`src/rtl/spq_pkg.sv`:
```
package spq_pkg;

  localparam int unsigned DEPTH = 16;
  localparam int unsigned CntW  = $clog2(DEPTH + 1);
  localparam int unsigned PriW  = 16;
  localparam int unsigned ValW  = 32;
  localparam int unsigned OccW  = 5;

  localparam logic MODE_INSERT = 1'b0;
  localparam logic MODE_REMOVE = 1'b1;

  localparam logic [1:0] ST_OK    = 2'd0;
  localparam logic [1:0] ST_EMPTY = 2'd1;
  localparam logic [1:0] ST_FULL  = 2'd2;

  typedef struct packed {
    logic                   mode;
    logic [PriW-1:0]        priority_req;
    logic signed [ValW-1:0] value;
  } in_t;

  typedef struct packed {
    logic [PriW-1:0]        out_priority;
    logic signed [ValW-1:0] out_value;
    logic [1:0]             status;
    logic [OccW-1:0]        occupancy;
  } out_t;

  typedef struct packed {
    logic [PriW-1:0] pri;
    logic [ValW-1:0] val;
  } entry_t;

  typedef struct packed {
    logic   ins;
    logic   rem;
    entry_t item;
  } cell_ctrl_t;

endpackage

```
`src/rtl/spq_cell.sv`:
```
module spq_cell (
  input  logic                clk_i,
  input  spq_pkg::cell_ctrl_t ctrl_i,
  input  logic                occ_i,
  input  spq_pkg::entry_t     left_i,
  input  logic                left_go_i,
  input  spq_pkg::entry_t     right_i,
  output spq_pkg::entry_t     entry_o,
  output logic                go_o
);

  spq_pkg::entry_t entry_q, entry_d;

  // go: the new item lands here or further left, so this cell moves
  assign go_o = !(occ_i && (entry_q.pri >= ctrl_i.item.pri));

  always_comb begin
    entry_d = entry_q;
    if (ctrl_i.ins && go_o) begin
      entry_d = left_go_i ? left_i : ctrl_i.item;
    end else if (ctrl_i.rem) begin
      entry_d = right_i;
    end
  end

  always_ff @(posedge clk_i) begin
    entry_q <= entry_d;
  end

  assign entry_o = entry_q;

endmodule

```
`src/rtl/sorted_priority_queue_unit.sv`:
```
// Sorted priority queue, highest priority at the head, DEPTH pairs.
// Input channel (in_valid_i/in_ready_o/in_data_i): mode 0 inserts
// (priority_req, value) behind every stored pair of equal or higher
// priority; mode 1 removes the head pair.
// Output channel (out_valid_o/out_ready_i/out_data_o): exactly one item per
// input item, carrying the removed pair (zero on insert), a status code
// (ok, remove from empty, insert into full dropped) and the occupancy.
// Results are registered; out_valid_o rises in the cycle after acceptance.
// Throughput: one item per cycle while not stalled; every cell compares its
// priority with the new one and shifts left, right or holds in that cycle.
// Reset clears the count and the output valid flag only; cell contents and
// the output data are left as they are, since no cell at or above the count
// is ever read and the output data is only looked at while valid.
// When the receiver stalls, the result waits in the output register and
// in_ready_o falls until it is taken.
module sorted_priority_queue_unit (
  input  logic          clk_i,
  input  logic          rst_ni,
  input  logic          in_valid_i,
  output logic          in_ready_o,
  input  spq_pkg::in_t  in_data_i,
  output logic          out_valid_o,
  input  logic          out_ready_i,
  output spq_pkg::out_t out_data_o
);

  localparam logic [spq_pkg::CntW-1:0] DepthC = spq_pkg::CntW'(spq_pkg::DEPTH);

  logic [spq_pkg::CntW-1:0] count_q, count_d;
  logic                     out_valid_q;
  spq_pkg::out_t            out_q, out_d;
  spq_pkg::cell_ctrl_t      ctrl;
  spq_pkg::entry_t          entries [spq_pkg::DEPTH];
  logic [spq_pkg::DEPTH-1:0] go;
  logic                     fire, ins_ok, rem_ok;

  assign in_ready_o = !out_valid_q || out_ready_i;
  assign fire       = in_valid_i && in_ready_o;
  assign ins_ok = fire && (in_data_i.mode == spq_pkg::MODE_INSERT) && (count_q != DepthC);
  assign rem_ok = fire && (in_data_i.mode == spq_pkg::MODE_REMOVE) && (count_q != '0);

  assign ctrl.ins      = ins_ok;
  assign ctrl.rem      = rem_ok;
  assign ctrl.item.pri = in_data_i.priority_req;
  assign ctrl.item.val = in_data_i.value;

  for (genvar k = 0; k < spq_pkg::DEPTH; k++) begin : g_cell
    spq_pkg::entry_t left, right;
    logic            left_go;
    if (k == 0) begin : g_first
      assign left    = '0;
      assign left_go = 1'b0;
    end else begin : g_mid
      assign left    = entries[k-1];
      assign left_go = go[k-1];
    end
    if (k == spq_pkg::DEPTH - 1) begin : g_last
      assign right = '0;
    end else begin : g_inner
      assign right = entries[k+1];
    end
    spq_cell u_cell (
      .clk_i     (clk_i),
      .ctrl_i    (ctrl),
      .occ_i     (spq_pkg::CntW'(k) < count_q),
      .left_i    (left),
      .left_go_i (left_go),
      .right_i   (right),
      .entry_o   (entries[k]),
      .go_o      (go[k])
    );
  end

  always_comb begin
    count_d = count_q;
    if (ins_ok) begin
      count_d = count_q + 1'b1;
    end else if (rem_ok) begin
      count_d = count_q - 1'b1;
    end
    out_d              = '0;
    out_d.status       = spq_pkg::ST_OK;
    out_d.occupancy    = spq_pkg::OccW'(count_d);
    if (in_data_i.mode == spq_pkg::MODE_REMOVE) begin
      if (rem_ok) begin
        out_d.out_priority = entries[0].pri;
        out_d.out_value    = entries[0].val;
      end else begin
        out_d.status = spq_pkg::ST_EMPTY;
      end
    end else if (!ins_ok) begin
      out_d.status = spq_pkg::ST_FULL;
    end
  end

  always_ff @(posedge clk_i or negedge rst_ni) begin
    if (!rst_ni) begin
      count_q     <= '0;
      out_valid_q <= 1'b0;
    end else begin
      count_q <= count_d;
      if (fire) begin
        out_valid_q <= 1'b1;
      end else if (out_ready_i) begin
        out_valid_q <= 1'b0;
      end
    end
  end

  always_ff @(posedge clk_i) begin
    if (fire) begin
      out_q <= out_d;
    end
  end

  assign out_valid_o = out_valid_q;
  assign out_data_o  = out_q;

`ifndef SYNTH
  a_count_bound: assert property (@(posedge clk_i) disable iff (!rst_ni)
    count_q <= DepthC) else $error("count above depth");

  a_head_sorted: assert property (@(posedge clk_i) disable iff (!rst_ni)
    (count_q >= spq_pkg::CntW'(2)) |-> (entries[0].pri >= entries[1].pri))
    else $error("head not highest priority");

  a_empty_flag: assert property (@(posedge clk_i) disable iff (!rst_ni)
    (fire && (in_data_i.mode == spq_pkg::MODE_REMOVE) && (count_q == '0))
    |=> (out_valid_o && (out_data_o.status == spq_pkg::ST_EMPTY)))
    else $error("empty remove not flagged");

  a_full_flag: assert property (@(posedge clk_i) disable iff (!rst_ni)
    (fire && (in_data_i.mode == spq_pkg::MODE_INSERT) && (count_q == DepthC))
    |=> (out_valid_o && (out_data_o.status == spq_pkg::ST_FULL) && $stable(count_q)))
    else $error("full insert not dropped");
`endif

endmodule

```
`config.mk`:
```
export PLATFORM = sky130hd
export DESIGN_NAME = sorted_priority_queue_unit
export DESIGN_NICKNAME = d
export VERILOG_FILES = /design/src/rtl/spq_pkg.sv /design/src/rtl/spq_cell.sv /design/src/rtl/sorted_priority_queue_unit.sv
export SDC_FILE = /design/constraint.sdc
export NUM_CORES = 2
export LEC_CHECK = 0
export BUFFER_PORTS_ARGS = -buffer_cell sky130_fd_sc_hd__buf_2
export CORE_MARGIN = 2
export CORE_UTILIZATION = 55
export DETAILED_ROUTE_END_ITERATION = 10
export PLACE_DENSITY = 0.7
export SETUP_SLACK_MARGIN = 0.15
export SYNTH_ARGS = -nofsm -noshare
export SYNTH_HDL_FRONTEND = slang
export SYNTH_SLANG_ARGS = --single-unit
```
`constraint.sdc`:
```
create_clock -name clk_i -period 6.55 [get_ports clk_i]
set_input_delay 1.31 -clock clk_i [delete_from_list [all_inputs] [get_ports clk_i]]
set_output_delay 1.31 -clock clk_i [all_outputs]
set_load 0.05 [all_outputs]
```
==> metrics <==
H-tree depth=3; most common cell type on the critical path=buf_4; commonest non-fill, non-tap cell in the layout=edfxtp_1; Die ar.=91600 um2; RePlAce Congestion=0.912; clock root buffer=clkbuf_16; maxcap violations=0; hold crit path type=in2async; Clock power frac=0.266; Die Width=303 um; first-pass GRT wire length=between 150 and 200 mm; number of I/O pins=110; via count=36739; max_slew headroom=0.266; CTS max path bufs=3; share of cells above drive strength 1=0.102; critical path's largest stage delay=790 ps; Reg power frac=0.411; register bit total from synthesis=829; Slew @ Worst Pin=1100 ps; WP data arrival=5480 ps; slowest CP cell=a2111oi_2; Sw Share=0.348; CTS tree=done; Power Internal=0.0123 W; Cell Area, Synth=49100 um2; worst vdd ir=0.245 mV; Final TNS setup=0 ps; Worst Path Max Fanout=41; Seq/Total Area, Yosys=0.507; Filler Cell Count=7296; effective utilization at floorplan=0.555; P_sw=approximately 0.0066 W; drt wl/cell=21.8 um; syn nets=5054; CP Class=in2reg; Pleak=approximately 21 nW; number of buffers created by CTS=88; Final Hold Vio Count=0; TritonRoute pass-1 iters=5; postcts setup bufs=0; Worst EP required=around 7000 ps; most frequent cells in the layout=823 x edfxtp_1, 719 x nor2_1, 607 x a21oi_1; clock sinks=829; Startpoint Class=input port; clk_lat worst skew=660 ps; overflow left after global routing=0; Async SR Flop Fraction=0.00724; syn avg cell area=10.3 um2; port bufs=109; Die Height=303 um; Slew Limit Fails=0; PostCTS Resize Cnt=0; final worst-path cycle share=0.763; status=finished, final reports clean; Layout area overhead=8.74%; Core ar.=88400 um2; RSZ-0062 raised after global routing=false; Final Util=0.604; final wirelength=127 mm; initial DRC count=~4200; Worst setup EP type=register; fin crit period=5000 ps; prevailing post-synth register cell=edfxtp_1; Comb power frac=0.323; # DRC=0; initial antenna violation count=7; post-DP HPWL=~90 mm; Via density=6.28; vias in the first global route=34149; DRT antenna net count=0; Worst path top cell family by delay=buffers and inverters; crit path cell chain=buf_2 -> inv_1 -> buf_4 -> ha_1 -> or3_1 -> a21oi_1 -> nor3_1 -> a2111oi_2 -> or2_2 -> buf_4 -> nand2_1 -> a31oi_1; Buf/Inv on CP=4; PwrDens=354 nW/um2; Layout Nets=between 4000 and 5000; hold buffer count at cts=0; Cell variety after synth=60; Mapped Cells=4742; all-layer global routing usage=0.273; largest net degree at the start of global routing=97; Post-synth EDFFs=823; FP Rows=109; clk_skew=17.4 ps; clock-pin slew on the worst setup and hold paths=roughly 60 ps; fmax=~0.20 GHz; Yosys warning count=0; Setup violations, final=0
state kept, by name, summed over array words and instances, names as in the netlist:
name,cells
g_cell.u_cell.entry_o,768
out_data_o,55
count_q,5
out_valid_o,1
Yosys cell counts, drive strengths merged (19+ instances only):
master | n | share of area
edfxtp | 823 | 0.50
a31oi | 104 | 0.013
nand2 | 504 | 0.039
ha | 259 | 0.066
buf | 161 | 0.018
and2 | 49 | 0.0062
clkbuf | 263 | 0.020
a221o | 47 | 0.0096
mux2 | 95 | 0.023
o21a | 25 | 0.0038
a22o | 49 | 0.0087
o21ai | 178 | 0.018
nand2b | 29 | 0.0037
a211oi | 19 | 0.0029
nor2 | 725 | 0.055
o31ai | 33 | 0.0050
a221oi | 147 | 0.026
inv | 43 | 0.0033
nand4 | 25 | 0.0032
mux2i | 433 | 0.088
a21oi | 619 | 0.063
power groups by stage:
stage / registers, W / clock network, W / logic (W)
CTS: 0.00774 / 0.00510 / 0.00606
detailed placement: 0.00784 / 0 / 0.00603
global route: 0.00786 / 0.00529 / 0.00673
global placement: 0.00783 / 0 / 0.00588
finish: 0.00777 / 0.00502 / 0.00610
floorplan: 0.00765 / 0 / 0.00461
final cells by class:
type	count	area (um2)	share of cell area
Sequential cell	829	24900	0.466
Multi-Input combinational cell	3446	22600	0.423
Clock buffer	112	2320	0.0435
Tap cell	1165	1460	0.0273
Timing Repair Buffer	203	1440	0.0270
Clock inverter	46	528	0.00989
Inverter	43	161	0.00302
Antenna cell	6	15.0	0.000281
final timing paths:
path | start | slack, ps | cells after the start | endpoint
worst min register to register | out_valid_o | 550 | 2 | out_valid_o
worst max-delay path | in_data_i[38] | 1550 | 12 | g_cell[14].u_cell.entry_o[17]
max in group asynchronous | rst_ni | 5880 | 1 | count_q[2]
worst max register to register | count_q[4] | 2580 | 6 | g_cell[15].u_cell.entry_o[9]
min in group clk_i | out_valid_o | 550 | 2 | out_valid_o
worst min-delay path | rst_ni | 500 | 1 | out_valid_o
cells by family after synthesis:
logic type,synth area share
AO/OA/AOI/OAI,0.162
XOR/XNOR,0.000357
adder cells (fa/ha/maj),0.0660
buffers and inverters,0.0412
flip-flops,0.507
multiplexers,0.112
AND/OR/NAND/NOR,0.112
metal layers:
layer | routed length [um] | up-vias | global-route usage
li1 | - | 17363 | -
met1 | 59200 | 17592 | 0.421
met2 | 55200 | 1633 | 0.406
met3 | 10900 | 151 | 0.0382
met4 | 2070 | 0 | 0.0652
met5 | 0 | - | 0
stage by stage:
| step | power, W | area (um2) | instances | hold WS (ps) | setup slack, ps |
|---|---|---|---|---|---|
| after detailed placement | 0.0139 | 50500 | 5686 | 544 | 1010 |
| final | 0.0189 | 53400 | 5850 | 498 | 1550 |
| after global placement | 0.0137 | 50500 | 5686 | 512 | 1050 |
| after CTS | 0.0189 | 53400 | 5844 | 473 | 1670 |
| after floorplan | 0.0123 | 49100 | 4742 | 549 | 252 |
| after global routing | 0.0199 | 53400 | 5850 | 497 | 1460 |
Power figures use the tool's default switching activity.
